**src/rtl/usr_pkg.sv**
```systemverilog
package usr_pkg;

	localparam int BUF_DEPTH = 6;
	localparam int REPL_W = 31;
	localparam logic [REPL_W-1:0] REPL_RESET = 31'd63;

	typedef logic [BUF_DEPTH-1:0][7:0] pend_arr_t;

	typedef struct packed {
		logic [7:0] data_byte;
		logic       end_of_string;
	} item_t;

	typedef struct packed {
		logic [7:0] out_byte;
		logic       string_done;
		logic       last_of_run;
	} result_t;

	typedef enum logic [1:0] {
		J_WAIT,
		J_GOOD,
		J_BAD
	} jstat_t;

	typedef struct packed {
		jstat_t     status;
		logic [2:0] used;
	} judge_t;

	typedef enum logic [1:0] {
		ST_IDLE,
		ST_DECIDE,
		ST_GOOD,
		ST_REPL
	} state_t;

	typedef struct packed {
		logic accept;
		logic load_good;
		logic load_repl;
		logic emit_good;
		logic emit_repl;
	} cmd_t;

	typedef struct packed {
		jstat_t cur;
		logic   grp_end;
		logic   step_end;
		logic   slot_free;
	} stat_t;

	// Encoded length of a code point, 1..6 bytes.
	function automatic logic [2:0] enc_len(logic [REPL_W-1:0] c);
		logic [2:0] n;
		if (c <= 31'h7f) n = 3'd1;
		else if (c <= 31'h7ff) n = 3'd2;
		else if (c <= 31'hffff) n = 3'd3;
		else if (c <= 31'h1fffff) n = 3'd4;
		else if (c <= 31'h3ffffff) n = 3'd5;
		else n = 3'd6;
		return n;
	endfunction

	// Six-bit chunk k of a code point, chunk 0 least significant.
	function automatic logic [5:0] chunk(logic [REPL_W-1:0] c, logic [2:0] k);
		logic [5:0] r;
		case (k)
			3'd0: r = c[5:0];
			3'd1: r = c[11:6];
			3'd2: r = c[17:12];
			3'd3: r = c[23:18];
			3'd4: r = c[29:24];
			default: r = {5'd0, c[30]};
		endcase
		return r;
	endfunction

	function automatic logic [7:0] lead_prefix(logic [2:0] n);
		logic [7:0] p;
		case (n)
			3'd2: p = 8'hc0;
			3'd3: p = 8'he0;
			3'd4: p = 8'hf0;
			3'd5: p = 8'hf8;
			3'd6: p = 8'hfc;
			default: p = 8'h00;
		endcase
		return p;
	endfunction

	// left counts the bytes still to send, including this one.
	function automatic logic [7:0] repl_byte(logic [REPL_W-1:0] c, logic [2:0] n,
			logic [2:0] left);
		logic [7:0] r;
		logic [5:0] ch;
		ch = chunk(c, left - 3'd1);
		if (n == 3'd1) r = {1'b0, c[6:0]};
		else if (left == n) r = lead_prefix(n) | {2'b00, ch};
		else r = {2'b10, ch};
		return r;
	endfunction

	// Decide the sequence at the head of the buffer.
	function automatic judge_t judge(pend_arr_t b, logic [2:0] avail, logic fin);
		judge_t r;
		logic [2:0] n;
		logic bad_lead;
		logic bad_cont;
		logic over;
		r.status = J_WAIT;
		r.used = 3'd1;
		n = 3'd1;
		bad_lead = 1'b0;
		bad_cont = 1'b0;
		over = 1'b0;
		if (b[0][7:5] == 3'b110) n = 3'd2;
		else if (b[0][7:4] == 4'b1110) n = 3'd3;
		else if (b[0][7:3] == 5'b11110) n = 3'd4;
		else if (b[0][7:2] == 6'b111110) n = 3'd5;
		else if (b[0][7:1] == 7'b1111110) n = 3'd6;
		else bad_lead = 1'b1;
		for (int i = 1; i < BUF_DEPTH; i++) begin
			if (3'(i) < n && 3'(i) < avail && b[i][7:6] != 2'b10) bad_cont = 1'b1;
		end
		// overlong: the payload fits in a shorter form
		case (n)
			3'd2: over = (b[0][4:1] == 4'd0);
			3'd3: over = (b[0][3:0] == 4'd0) && !b[1][5];
			3'd4: over = (b[0][2:0] == 3'd0) && (b[1][5:4] == 2'd0);
			3'd5: over = (b[0][1:0] == 2'd0) && (b[1][5:3] == 3'd0);
			3'd6: over = !b[0][0] && (b[1][5:2] == 4'd0);
			default: over = 1'b0;
		endcase
		if (avail == 3'd0) r.status = J_WAIT;
		else if (!b[0][7]) r.status = J_GOOD;
		else if (bad_lead || bad_cont) r.status = J_BAD;
		else if (avail < n) r.status = fin ? J_BAD : J_WAIT;
		else if (over) r.status = J_BAD;
		else begin
			r.status = J_GOOD;
			r.used = n;
		end
		return r;
	endfunction

endpackage

```
**src/rtl/usr_ctrl.sv**
```systemverilog
module usr_ctrl (
	input  logic           clk,
	input  logic           arst_n,
	input  logic           item_valid,
	output logic           item_stall,
	input  usr_pkg::stat_t stat,
	output usr_pkg::cmd_t  cmd
);
	import usr_pkg::*;

	state_t state_q;
	state_t state_nx;

	always_ff @(posedge clk or negedge arst_n) begin
		if (!arst_n) state_q <= ST_IDLE;
		else state_q <= state_nx;
	end

	always_comb begin
		state_nx = state_q;
		cmd = '0;
		item_stall = (state_q != ST_IDLE);
		case (state_q)
			ST_IDLE: begin
				if (item_valid) begin
					cmd.accept = 1'b1;
					state_nx = ST_DECIDE;
				end
			end
			ST_DECIDE: begin
				case (stat.cur)
					J_GOOD: begin
						cmd.load_good = 1'b1;
						state_nx = ST_GOOD;
					end
					J_BAD: begin
						cmd.load_repl = 1'b1;
						state_nx = ST_REPL;
					end
					default: state_nx = ST_IDLE;
				endcase
			end
			ST_GOOD: begin
				if (stat.slot_free) begin
					cmd.emit_good = 1'b1;
					if (stat.grp_end) state_nx = stat.step_end ? ST_IDLE : ST_DECIDE;
				end
			end
			ST_REPL: begin
				if (stat.slot_free) begin
					cmd.emit_repl = 1'b1;
					if (stat.grp_end) state_nx = stat.step_end ? ST_IDLE : ST_DECIDE;
				end
			end
			default: state_nx = ST_IDLE;
		endcase
	end

endmodule

```
**src/rtl/usr_dpath.sv**
```systemverilog
module usr_dpath (
	input  logic                          clk,
	input  logic                          arst_n,
	input  usr_pkg::item_t                item,
	input  logic                          cfg_we,
	input  logic [usr_pkg::REPL_W-1:0]    cfg_data,
	input  usr_pkg::cmd_t                 cmd,
	output usr_pkg::stat_t                stat,
	output logic                          res_valid,
	input  logic                          res_stall,
	output usr_pkg::result_t              res
);
	import usr_pkg::*;

	pend_arr_t         pend_q;
	logic [2:0]        cnt_q;
	logic              eos_q;
	logic [2:0]        left_q;
	logic [REPL_W-1:0] repl_q;
	result_t           res_q;
	logic              res_valid_q;

	pend_arr_t  sh;
	judge_t     cur;
	judge_t     look;
	logic [2:0] repl_len;
	logic       grp_end;
	logic       last;
	logic       shift;
	logic       emit;

	// sh is the buffer once the head byte is gone
	assign sh       = pend_arr_t'(pend_q >> 8);
	assign cur      = judge(pend_q, cnt_q, eos_q);
	assign look     = judge(sh, cnt_q - 3'd1, eos_q);
	assign repl_len = enc_len(repl_q);
	assign grp_end  = (left_q == 3'd1);
	assign last     = grp_end && (look.status == J_WAIT);
	assign shift    = cmd.emit_good || (cmd.emit_repl && grp_end);
	assign emit     = cmd.emit_good || cmd.emit_repl;

	assign stat.cur       = cur.status;
	assign stat.grp_end   = grp_end;
	assign stat.step_end  = last;
	assign stat.slot_free = !res_valid_q || !res_stall;

	assign res_valid = res_valid_q;
	assign res       = res_q;

	always_ff @(posedge clk) begin
		if (cmd.accept) begin
			for (int i = 0; i < BUF_DEPTH; i++) begin
				if (3'(i) == cnt_q) pend_q[i] <= item.data_byte;
			end
			eos_q <= item.end_of_string;
		end else if (shift) begin
			pend_q <= sh;
		end
		if (emit) begin
			res_q.out_byte    <= cmd.emit_good ? pend_q[0] : repl_byte(repl_q, repl_len, left_q);
			res_q.string_done <= last && eos_q;
			res_q.last_of_run <= last;
		end
	end

	always_ff @(posedge clk or negedge arst_n) begin
		if (!arst_n) begin
			cnt_q       <= 3'd0;
			left_q      <= 3'd0;
			repl_q      <= REPL_RESET;
			res_valid_q <= 1'b0;
		end else begin
			if (cmd.accept) cnt_q <= cnt_q + 3'd1;
			else if (shift) cnt_q <= cnt_q - 3'd1;
			if (cmd.load_good) left_q <= cur.used;
			else if (cmd.load_repl) left_q <= repl_len;
			else if (emit) left_q <= left_q - 3'd1;
			if (cfg_we) repl_q <= cfg_data;
			if (emit) res_valid_q <= 1'b1;
			else if (!res_stall) res_valid_q <= 1'b0;
		end
	end

`ifndef SYNTHESIS
	a_emit_slot: assert property (@(posedge clk) disable iff (!arst_n)
		emit |-> (!res_valid_q || !res_stall))
		else $error("result emitted over an untaken result");
	a_emit_nonempty: assert property (@(posedge clk) disable iff (!arst_n)
		emit |-> (cnt_q != 3'd0 && left_q != 3'd0))
		else $error("result emitted from an empty buffer or group");
	a_accept_room: assert property (@(posedge clk) disable iff (!arst_n)
		cmd.accept |-> (cnt_q < 3'(BUF_DEPTH)))
		else $error("byte accepted into a full buffer");
	a_flush_empty: assert property (@(posedge clk) disable iff (!arst_n)
		(emit && last && eos_q) |=> (cnt_q == 3'd0))
		else $error("buffer not empty after end of string");
`endif

endmodule

```
**src/rtl/utf8_stream_repair.sv**
```systemverilog
// Each input byte is taken in the idle state and judged in the decide state; a byte
// that is only buffered returns to idle, and otherwise each result byte is formed in
// the output register once that register is free. After a group ends, the next group
// is judged in the decide state unless the step is over, and no new byte is taken
// until the state machine is idle again. Reset clears the buffer count, the group byte
// count, the state machine and output valid, and sets the replacement code point to 63.
module utf8_stream_repair (
	input  logic                       clk,
	input  logic                       arst_n,
	input  logic                       item_valid,
	output logic                       item_stall,
	input  usr_pkg::item_t             item,
	output logic                       res_valid,
	input  logic                       res_stall,
	output usr_pkg::result_t           res,
	input  logic                       cfg_valid,
	output logic                       cfg_ready,
	input  logic [usr_pkg::REPL_W-1:0] cfg_data
);
	import usr_pkg::*;

	cmd_t  cmd;
	stat_t stat;

	assign cfg_ready = 1'b1;

	usr_ctrl u_ctrl (
		.clk        (clk),
		.arst_n     (arst_n),
		.item_valid (item_valid),
		.item_stall (item_stall),
		.stat       (stat),
		.cmd        (cmd)
	);

	usr_dpath u_dpath (
		.clk       (clk),
		.arst_n    (arst_n),
		.item      (item),
		.cfg_we    (cfg_valid && cfg_ready),
		.cfg_data  (cfg_data),
		.cmd       (cmd),
		.stat      (stat),
		.res_valid (res_valid),
		.res_stall (res_stall),
		.res       (res)
	);

endmodule
```
**config.mk**
```make
export PLATFORM = sky130hd
export DESIGN_NAME = utf8_stream_repair
export DESIGN_NICKNAME = d
export VERILOG_FILES = /design/src/rtl/usr_pkg.sv /design/src/rtl/usr_ctrl.sv /design/src/rtl/usr_dpath.sv /design/src/rtl/utf8_stream_repair.sv
export SDC_FILE = /design/constraint.sdc
export NUM_CORES = 1
export LEC_CHECK = 0
export ABC_AREA = 1
export BUFFER_PORTS_ARGS = -buffer_cell sky130_fd_sc_hd__buf_2
export CAP_MARGIN = 0
export CORE_MARGIN = 10
export CORE_UTILIZATION = 40
export CTS_CLUSTER_SIZE = 8
export DETAILED_ROUTE_END_ITERATION = 10
export GPL_TIMING_DRIVEN = 0
export PLACE_DENSITY = 0.56
export SLEW_MARGIN = 15
export SYNTH_ARGS = -nofsm -noshare
export SYNTH_HDL_FRONTEND = slang
export SYNTH_SLANG_ARGS = --single-unit
```
**constraint.sdc**
```tcl
create_clock -name clk -period 5.1 [get_ports clk]
set_input_delay 0.765 -clock clk [delete_from_list [all_inputs] [get_ports clk]]
set_output_delay 0.765 -clock clk [all_outputs]
set_load 0.05 [all_outputs]
```
After elaboration in Yosys (flattened, before gate mapping)
Index checks and enable logic that the tools add are counted.
{"block": "op_classes", "n_eq_ne": 57, "n_lt_le_gt_ge": 27, "n_reduce_logical": 71, "mux": 91, "bitwise_logic": 1, "n_addsub": 3}
{"cell": "two-way mux 48 bit", "n": 2}
{"cell": "two-way mux 8 bit", "n": 12}
{"cell": "two-way mux 3 bit", "n": 24}
{"cell": "case mux 8 bit (5 select lines)", "n": 1}
{"cell": "== test 3 bit, second input constant", "n": 12}
{"cell": "two-way mux 2 bit", "n": 16}
{"cell": "<= comparator 31 x 11 -> 1 bit, second input constant", "n": 1}
{"cell": "<= comparator 31 x 16 -> 1 bit, second input constant", "n": 1}
{"cell": "<= comparator 31 x 21 -> 1 bit, second input constant", "n": 1}
{"cell": "<= comparator 31 x 26 -> 1 bit, second input constant", "n": 1}
{"cell": "<= comparator 31 x 7 -> 1 bit, second input constant", "n": 1}
{"cell": "logical AND 1 bit", "n": 30}
{"cell": "two-way mux 1 bit", "n": 30}
{"cell": "case mux 6 bit (5 select lines)", "n": 1}
{"cell": "== test 3 x 2 -> 1 bit, second input constant", "n": 8}
{"cell": "zero test 4 bit", "n": 6}
{"cell": "less-than comparator 2 x 3 -> 1 bit, first input constant", "n": 8}
{"cell": "less-than comparator 3 bit, first input constant", "n": 8}
{"cell": "zero test 3 bit", "n": 7}
{"cell": "!= test 2 x 1 -> 1 bit, second input constant", "n": 9}
{"cell": "== test 7 bit, second input constant", "n": 2}
{"cell": "== test 6 bit, second input constant", "n": 2}
{"cell": "zero test 2 bit", "n": 6}
{"cell": "less-than comparator 1 x 3 -> 1 bit, first input constant", "n": 4}
{"cell": "other kinds (25)", "n": 57}
{"block": "word_totals", "wordCells": 265, "output_inout_bits": 13, "regBits": 99, "in_bits": 45}

Longest topological paths before layout
Gate-level depths: netlist of the first run.
{"block": "logic_depth", "word_depth": 24, "ltp_mapped": 20}

Cells and area by module
From an unflattened synthesis of the first run, not the netlist that was laid out.
{"block": "hier_totals", "hier_cells": 679, "area_unflattened_um2": 5522.8}
{"module": "usr_dpath", "instances": 1, "cells_each": 645, "seq_area_each_um2": 2730.1, "area_each_um2": 5310.1}
{"module": "usr_ctrl", "instances": 1, "cells_each": 32, "seq_area_each_um2": 50.0, "area_each_um2": 201.4}
{"module": "utf8_stream_repair", "instances": 1, "cells_each": 2, "seq_area_each_um2": 0.0, "area_each_um2": 11.3}

Least setup slack after synthesis of the first run
No wires, ideal clock.
{"block": "synth_path", "path_kind": "register to register", "from": "register u_dpath.pend_q[7] (netlist bit)", "to": "register u_dpath.left_q[0]", "synth_period_minus_slack_ns": 2.875, "arrival_time_ns": 2.754, "path_stages_with_launch": 19, "path_buffers": 0, "setup_ns": 0.120, "path_slack_ns": 2.225, "path_cell_list": "edfxtp_1 > nand2_2 > inv_2 > nand2_1 > nor2_2 > inv_2 > ha_1 > a21o_1 > a31oi_1 > nand3_1 > nand3_2 > inv_2 > ha_1 > nand3_1 > inv_1 > nor3_1 > inv_1 > a31oi_1 > nand2_1"}
{"block": "synth_between", "elab_chain_len": 23, "word_cells_on_any_way": 61, "classes_between": "6 x order compare; 12 x eq/ne; 31 x mux; 12 x reduce/logical"}
{"element": "start: declaration", "line": "usr_dpath.sv:15", "source": "pend_arr_t pend_q;"}
{"element": "start signal: indexed assignment", "line": "usr_dpath.sv:53", "source": "if (3'(i) == cnt_q) pend_q[i] <= item.data_byte;"}
{"element": "start signal: assignment", "line": "usr_dpath.sv:57", "source": "pend_q <= sh;"}
{"element": "== test 7 bit", "line": "usr_pkg.sv:121", "source": "else if (b[0][7:1] == 7'b1111110) n = 3'd6;"}
{"element": "two-way mux 3 bit", "line": "usr_pkg.sv:121"}
{"element": "two-way mux 3 bit", "line": "usr_pkg.sv:120", "source": "else if (b[0][7:2] == 6'b111110) n = 3'd5;"}
{"element": "two-way mux 3 bit", "line": "usr_pkg.sv:119", "source": "else if (b[0][7:3] == 5'b11110) n = 3'd4;"}
{"element": "two-way mux 3 bit", "line": "usr_pkg.sv:118", "source": "else if (b[0][7:4] == 4'b1110) n = 3'd3;"}
{"element": "two-way mux 3 bit", "line": "usr_pkg.sv:117", "source": "if (b[0][7:5] == 3'b110) n = 3'd2;"}
{"element": "less-than comparator 1 x 3 -> 1 bit", "line": "usr_pkg.sv:124", "source": "if (3'(i) < n && 3'(i) < avail && b[i][7:6] != 2'b10) bad_cont = 1'b1;"}
{"element": "logical AND 1 bit (2 in a row)", "line": "usr_pkg.sv:124"}
{"element": "[6 not listed]"}
{"element": "two-way mux 2 bit", "line": "usr_pkg.sv:137", "source": "else if (bad_lead || bad_cont) r.status = J_BAD;"}
{"element": "two-way mux 2 bit", "line": "usr_pkg.sv:136", "source": "else if (!b[0][7]) r.status = J_GOOD;"}
{"element": "two-way mux 2 bit", "line": "usr_pkg.sv:135", "source": "if (avail == 3'd0) r.status = J_WAIT;"}
{"element": "== test 2 bit", "line": "usr_ctrl.sv:31", "source": "case (stat.cur)"}
{"element": "two-way mux 1 bit", "line": "usr_ctrl.sv:31"}
{"element": "two-way mux 2 bit", "line": "usr_ctrl.sv:23", "source": "case (state_q)"}
{"element": "two-way mux 3 bit", "line": "usr_dpath.sv:76", "source": "else if (cmd.load_repl) left_q <= repl_len;"}
{"element": "two-way mux 3 bit", "line": "usr_dpath.sv:75", "source": "if (cmd.load_good) left_q <= cur.used;"}
{"element": "end signal: assignment", "line": "usr_dpath.sv:75"}
{"element": "end signal: assignment", "line": "usr_dpath.sv:76"}
{"element": "end signal: assignment", "line": "usr_dpath.sv:77", "source": "else if (emit) left_q <= left_q - 3'd1;"}
{"element": "end: declaration", "line": "usr_dpath.sv:18", "source": "logic [2:0] left_q;"}
Parallel ways exist; a longest one is shown, timed or not.
A chain may end at the register's enable or synchronous reset.

Worst setup path after layout of the first run
Ends and elaborated chain as after synthesis.

==> results by stage, run 1 <==
Detailed routing:
- The number of DRC violations after detailed-routing iteration 0 is 286.
- The total wire length after detailed routing is 13.3 mm.
- The per-cell via count in the routed design is 4.91.
- The number of design rule violations left after detail routing is 0.
- The number of nets with antenna violations after detailed routing is 0.
- The post-detailed-route wirelength per cell is 14.7 um.
- The first-pass iteration count of the detailed router is 5.
- The overall via count from detail_route is 4447.

Clock tree:
- The post-CTS setup buffer count is 0.
- The total of cells resized after clock tree synthesis is 0.
- No sink is reached through more buffers than the 2 on the longest clock path.
- The later-pin clock latency in the skew report is 350 ps.
- Buffers inserted to repair hold after CTS numbered 0.
- TritonCTS built the clock tree.
- The tree is rooted in a clkbuf_16.
- The number of buffers created by CTS is 9.
- Clock-pin slew was measured on the worst setup and hold paths at 70 ps.
- The clock sink count is 99.
- The H-tree was split into 3 levels.

Final layout:
- The core utilization of the finished layout is 0.471.
- 0 antenna diodes ended up in the layout.
- After the last flow step, the layout net total stands at 787.
- From synthesis to final layout, the design area changed by 14.5%.
- Leaving out filler cells and counting taps, the final layout contains 905.
- The final design instance area without fill is 0.00626 sq mm.
- In the final layout, the share of cells above drive strength 1 is 0.167.

Timing:
- The worst-case clock skew is 11.2 ps.
- The final clock period utilization by the worst path is 0.651.
- Setup violations remaining at the end of the flow were counted as 0.
- At the pin with the least slew margin, the transition time is 1100 ps.
- Measured against its own limit, the worst slew margin works out to 0.260.
- On the final layout, the worst hold slack is 513 ps.
- The final total negative setup slack is 0 ps.
- The fmax is 301 MHz.
- Setup repair after global routing left no endpoint under its margin.
- Setup slack closes at 1780 ps.
- The count of final hold-check violations is 0.
- The final critical path time including I/O delays and setup is 3320 ps.
- The final-report max-slew violation count was 0.

GRT:
- Entering global routing, the biggest net connects 41 pins.
- The first-pass GRT wire length is 22.0 mm.
- The global routing's busiest layer is met2.
- For this run, global-route usage on met3 was measured as 0.0308.
- The via count of the first global-routing pass is 4485.
- The initial antenna violation count came to 0.
- For this run, global-route usage on met2 was measured as 0.243.
- The residual overflow from global routing is 0.
- Across every metal layer, demand over resource in global routing totals 0.148.
- For this run, global-route usage on met1 was measured as 0.184.

Logic synthesis:
- The most used flip-flop cell after synthesis is edfxtp_1.
- The area of the mapped netlist is 0.00547 sq mm.
- The distinct cell type count of the synthesized netlist is 47.
- edfxtp_1 takes more of the synthesized area than any other cell.
- The share of synthesized area in the top cell type comes to 0.324.
- The synthesized area per cell is 8.32 sq um.
- The synthesized instance count is 657.
- Of all flip-flops after synthesis, the portion carrying an async set or reset was 0.404.
- The number of nets handed over by synthesis was 720.
- Sorting the synthesized cells by area gives the leading types as edfxtp_1, dfrtp_1, nand2_1.
- The sequential fraction of the synthesis area is 0.509.
- Yosys instantiated no cell more often than nand2_1.
- Counting flops and latches in the post-synthesis netlist gives 99.
- By count the netlist is led by nand2_1, inv_1, o21ai_0, edfxtp_1, nor2_1.
- The total number of yosys warnings is 0.
- The number of flops mapped to enable cells by yosys is 59.

Place:
- Port buffering added 55 buffers.
- In this run, placement finished with an instance count of 889.
- The cell area reported after detailed placement is 0.00597 sq mm.
- Detailed placement finished with a half-perimeter wire length of 10.6 mm.
- The minimum setup slack after placement is 1800 ps.
- At the end of routability-driven placement, the weighted congestion stood at 0.943.

Setup path:
- The category of the most critical setup path is register to register.
- The required time reported for the critical path endpoint is 5330 ps.
- STA puts the critical path data arrival time at 3550 ps.
- The nature of the critical path endpoint is a register.
- The worst setup path is launched from a register.
- Along the worst path, the maximum fanout reaches 6.

Hold path:
- The worst hold-check path type is register to register.

Run status:
- The run finished with clean final reports.

Floorplanning:
- The floorplan step defined a core boundary enclosing 0.0133 sq mm.
- The number of standard-cell rows in the floorplan is 42.
- The die covers 0.0187 sq mm.
- For this configuration, the core starts out at a cell density of 0.411.
- The chip width is 137 um.
- The I/O pin count is 58.
- From bottom edge to top edge, the die measures 137 um.

Run:
- Across the run, the number of max-cap violations was 0.

Power:
- Power spread over the standard cell area amounts to 539 mW/mm^2.
- The overall power after layout is 3.38 mW.
- The leakage power summed over all cells is 3.05 nW.
- The worst IR drop on VDD is 0.257 mV.
## metal layers
| layer | part of all wire | wire length (um) | up-vias |
|---|---|---|---|
| li1 | - | - | 2279 |
| met1 | 0.45 | 6030 | 2053 |
| met2 | 0.47 | 6320 | 89 |
| met3 | 0.049 | 654 | 26 |
| met4 | 0.024 | 321 | 0 |
| met5 | 0 | 0 | - |
## cell families (layout without fill, tap and decap cells)
logic type	Yosys count	in the layout	share of synthesized area
AOI/OAI and AO/OA	114	114	0.120
xor gates and xnor gates	3	3	0.00618
adders and majority gates	18	18	0.0412
buffers and inverters	116	188	0.0810
DFF	99	99	0.509
other	1	1	0.000686
and+or+nand+nor	306	306	0.242
## path summary, 6_finish.rpt
path | to | start | slack [ps] | cells past startpoint
worst max-delay path | u_dpath.left_q[0] | u_dpath.pend_q[7] | 1780 | 18
worst min-delay path | u_dpath.pend_q[9] | u_dpath.pend_q[17] | 510 | 2
worst max register to register | u_dpath.left_q[0] | u_dpath.pend_q[7] | 1780 | 18
worst min register to register | u_dpath.pend_q[9] | u_dpath.pend_q[17] | 510 | 2
max in group asynchronous | u_dpath.left_q[2] | arst_n | 3970 | 1
min in group asynchronous | u_dpath.repl_q[21] | arst_n | 550 | 1
## power by group
| part | switching (mW) | internal, mW |
|---|---|---|
| registers | 0.148 | 1.19 |
| clock network | 0.314 | 0.341 |
| logic | 0.969 | 0.415 |
## final cells by class
cell class | count | area [sq um]
Buffer | 14 | 58.8
Clock buffer | 9 | 225
Inverter | 102 | 384
Timing Repair Buffer | 56 | 280
Multi-Input combinational cell | 442 | 2250
Sequential cell | 99 | 2780
Fill cell | 1329 | 7040
Clock inverter | 7 | 60.1
Tap cell | 176 | 220
## worst max-delay path, stage by stage (launching register included)
cell and delay (ps):
edfxtp_1 460, nand2_2 120, inv_2 110, nand2_1 80
nor2_2 190, inv_2 80, ha_1 300, a21o_1 160
a31oi_1 280, nand3_1 140, nand3_2 110, inv_2 30
ha_1 180, nand3_1 110, inv_1 100, nor3_1 330
inv_1 150, a31oi_1 210, nand2_1 70
## cells in the final DEF (no fill, tap or decap), drive strengths merged
cell type	Yosys	routed
nand3	27	27
o22a	1	1
o31ai	2	2
o21ai	67	67
xor2	3	3
o22ai	12	12
o221ai	2	2
o21bai	1	1
ha	18	18
nor3	9	9
nand2	202	202
clkinv	3	4
nor3b	1	1
and3	1	1
a21oi	15	15
a31oi	5	5
conb	1	1
dfstp	6	6
inv	99	103
o2111ai	1	1
buf	3	59
edfxtp	59	59
nor4	2	2
a211oi	2	2
o211ai	4	4
nand4	5	5
clkbuf	11	20
dfrtp	34	34
clkinvlp	0	2
a21o	1	1
nor2	58	58
nand3b	1	1
o41ai	1	1
## registers in the layout (all words and copies together), names as in the netlist
register           count
u_dpath.pend_q        48
u_dpath.repl_q        31
u_dpath.res           10
u_dpath.cnt_q          3
u_dpath.left_q         3
u_ctrl.state_q         2
u_dpath.eos_q          1
u_dpath.res_valid      1
Note: power is estimated with default switching activity, not from simulation.
==> run 2, diff against run 1 <==
--- a/config.mk
+++ b/config.mk
@@ -13,7 +13,7 @@
 export CTS_CLUSTER_SIZE = 8
 export DETAILED_ROUTE_END_ITERATION = 10
 export GPL_TIMING_DRIVEN = 0
-export PLACE_DENSITY = 0.56
+export PLACE_DENSITY = 0.58
 export SLEW_MARGIN = 15
 export SYNTH_ARGS = -nofsm -noshare
 export SYNTH_HDL_FRONTEND = slang
==> constraint.sdc (replaced) <==
create_clock -name clk -period 2.75 [get_ports clk]
set_input_delay 0.4125 -clock clk [delete_from_list [all_inputs] [get_ports clk]]
set_output_delay 0.4125 -clock clk [all_outputs]
set_load 0.05 [all_outputs]
==> results by stage, run 2 (same netlist as run 1, synthesis figures left out) <==
Run status:
- The flow ran to the end, and the final reports show no timing, DRC or antenna violations.

Detailed routing:
- The total wire length after detailed routing is 13.8 mm.
- After detailed routing, the average wire length per cell comes to 14.9 um.
- After detailed routing, the number of remaining DRC violations is 0.
- Once detail routing completed, the nets flagged for antenna violations numbered 0.
- After detailed routing, the number of vias per cell comes to 4.95.
- The number of DRC violations after detailed-routing iteration 0 is 336.
- The routed layout has 4581 vias.
- The first-pass iteration count of the detailed router is 5.

Timing:
- Once routing completed, OpenROAD measured the worst setup slack at 13.5 ps.
- Headroom to the max-slew limit came out at 0.374.
- The clock arrives with 11.9 ps of skew.
- Setup violations remaining at the end of the flow were counted as 0.
- The count of final hold-check violations is 0.
- For the pin with the worst max-slew slack, the measured transition is 939 ps.
- Based on the critical path, the design can be clocked at up to 365 MHz.
- For the final routed database, the setup TNS stands at 0 ps.
- Dividing the final minimum period by the clock period gives 0.995.
- For the finished layout, the period the worst path requires is 2740 ps.
- The final-report max-slew violation count is 0.
- Setup repair after global routing could not meet its margin everywhere.

Place:
- At the end of routability-driven placement, the weighted congestion stood at 0.894.
- Detailed placement finished with a half-perimeter wire length of 10.6 mm.
- The number of instances in the placed design is 889.
- The cell area reported after detailed placement is 0.00599 sq mm.
- Input and output buffers added on the ports amount to 55.
- At the placement stage, the worst setup path has a slack of -343 ps.

Power:
- Of the total power, the clock network draws 0.186.
- The share of total power consumed by net switching is 0.424.
- The worst IR drop on VDD is 0.504 mV.
- The internal power of the cells totals 3.86 mW.
- In this run the power spent charging and discharging nets is 2.84 mW.
- Summed over all cells, the static leakage comes to 3.18 nW.
- The part of the total power dissipated in sequential elements is 0.369.
- The part of the total power dissipated in combinational logic is 0.444.
- Dividing total power by cell area gives a power density of 1010 mW/mm^2.

Hold path:
- The worst hold-check path type is input port to asynchronous set/reset pin.

Setup path:
- By startpoint and endpoint, the worst setup path is classified as register to register.
- Data on the critical path arrives at its endpoint at 2980 ps.
- The startpoint class of the critical path is a register.
- The worst reg2reg path depth is 17.
- For the worst setup path, the data required time is 2990 ps.
- The highest fanout seen on the critical path is 4.
- The nature of the critical path endpoint is a register.

Final layout:
- The finished cells cover 0.00662 sq mm.
- Leaving out fill and tap cells, the most frequent cells in the layout are nand2_1, inv_1, o21ai_0, edfxtp_1, buf_2.
- The share of post-route cells with drive strength above 1 is 0.227.
- The register with the most flip-flops in the layout has 48 of them.
- Counting flops per register, the top entry is u_dpath.pend_q.
- Leaving out fill and tap cells, the most frequent cell in the layout is nand2_1.
- For this run, the post-layout net count is 807.
- The core utilization of the finished layout is 0.498.
- Once layout is complete, the cells apart from fillers number 925.
- From synthesis to final layout, the design area changed by 21.1%.
- The number of antenna repair diodes is 0.
- The filler cells instantiated in the layout total 1275.

Clock tree:
- Buffers inserted during clock tree synthesis total 9.
- The CTS tree is done.
- The clock-pin slew of the registers on the worst-case setup and hold paths is 70 ps.
- The deepest level of the CTS H-tree is 3.
- Clock latency on the worst-skew pair, taken at its later pin, is 360 ps.
- The clock sink count is 99.
- The tree is rooted in a clkbuf_16.
- The hold buffer count at CTS is 0.
- The clock tree buffer depth is 2.

Floorplanning:
- The number of standard-cell rows in the floorplan is 42.
- In this run the count of I/O pins placed on the die edge is 58.
- The height of the die is 137 um.
- The starting utilization of the core area is 0.411.
- The floorplan core area is 0.0133 sq mm.
- The die covers 0.0187 sq mm.
- The floorplan step set the die width to 137 um.

GRT:
- The pin count of the biggest net entering global routing is 41.
- The overall fraction of global-route tracks in use is 0.152.
- The initial antenna violation count is 0.
- The via count of the first global-routing pass is 4625.
- The first-pass GRT wire length is 22.6 mm.
- Global routing finished with a remaining overflow of 0.

Run:
- The max-capacitance violation count is 0.
==> run 2: final cells by class <==
cell class / count / area, sq um / area share
tap: 176 / 220 / 0.0333
clock buffer: 10 / 239 / 0.0361
buffer: 14 / 58.8 / 0.00888
multi-input combinational: 442 / 2420 / 0.366
sequential: 99 / 2780 / 0.420
clock inverter: 6 / 53.8 / 0.00813
timing repair buffer: 76 / 447 / 0.0675
inverter: 102 / 395 / 0.0597
==> run 2: path summary, 6_finish.rpt <==
kind                              startpoint                 end  slack, ps
min reg2reg                u_dpath.res_valid   u_dpath.res_valid        510
min in group clk                     item[0]       u_dpath.eos_q        230
max reg2reg                u_dpath.pend_q[4]   u_dpath.left_q[0]         10
min                                   arst_n  u_dpath.repl_q[18]        200
max                        u_dpath.pend_q[4]   u_dpath.left_q[0]         10
max in group asynchronous             arst_n    u_dpath.cnt_q[2]       1900
==> run 2: per-layer routing <==
| metal | share of wire | track usage | vias up |
|---|---|---|---|
| met5 | 0 | 0 | - |
| met4 | 0.012 | 0.0410 | 0 |
| met3 | 0.046 | 0.0363 | 12 |
| met2 | 0.52 | 0.275 | 84 |
| met1 | 0.42 | 0.176 | 2172 |
| li1 | - | - | 2313 |
==> run 2: what timing repair did <==
item | 4_1_cts | 5_1_grt
cloned | 0 | 0
pin swaps | 4 | 18
endpoints found under the hold margin | 0 | 0
endpoints found under the setup margin | 19 | 11
resized for setup | 9 | 32
buffers inserted | 13 | 7
==> run 2: worst max-delay path, stage by stage (launching register included) <==
cell,delay [ps]
edfxtp_1,400
buf_4,130
nand4_2,140
a21oi_4,180
inv_1,100
ha_4,160
a21o_1,170
a31oi_4,180
nor2_4,80
nand2_4,90
nand3_2,90
ha_2,200
nand3_2,100
inv_4,60
nor3_4,220
inv_2,90
a31oi_2,190
nand2_1,60
==> run 2: power by group through the flow <==
| stage | Clock [mW] | Sequential, mW | Combinational (mW) |
|---|---|---|---|
| 2_1_floorplan | 0 | 2.69 | 1.71 |
| 3_3_place_gp | 0 | 2.50 | 2.54 |
| 3_5_place_dp | 0 | 2.51 | 2.60 |
| 4_1_cts | 1.28 | 2.46 | 2.76 |
| 5_1_grt | 1.32 | 2.53 | 3.34 |
| 6_report | 1.25 | 2.47 | 2.97 |
==> run 2: stage by stage <==
step / hold slack (ps) / total power [mW]
floorplan: 117 / 4.39
global placement: 489 / 5.04
detailed placement: 495 / 5.11
CTS: 217 / 6.51
global route: 221 / 7.19
finish: 199 / 6.69
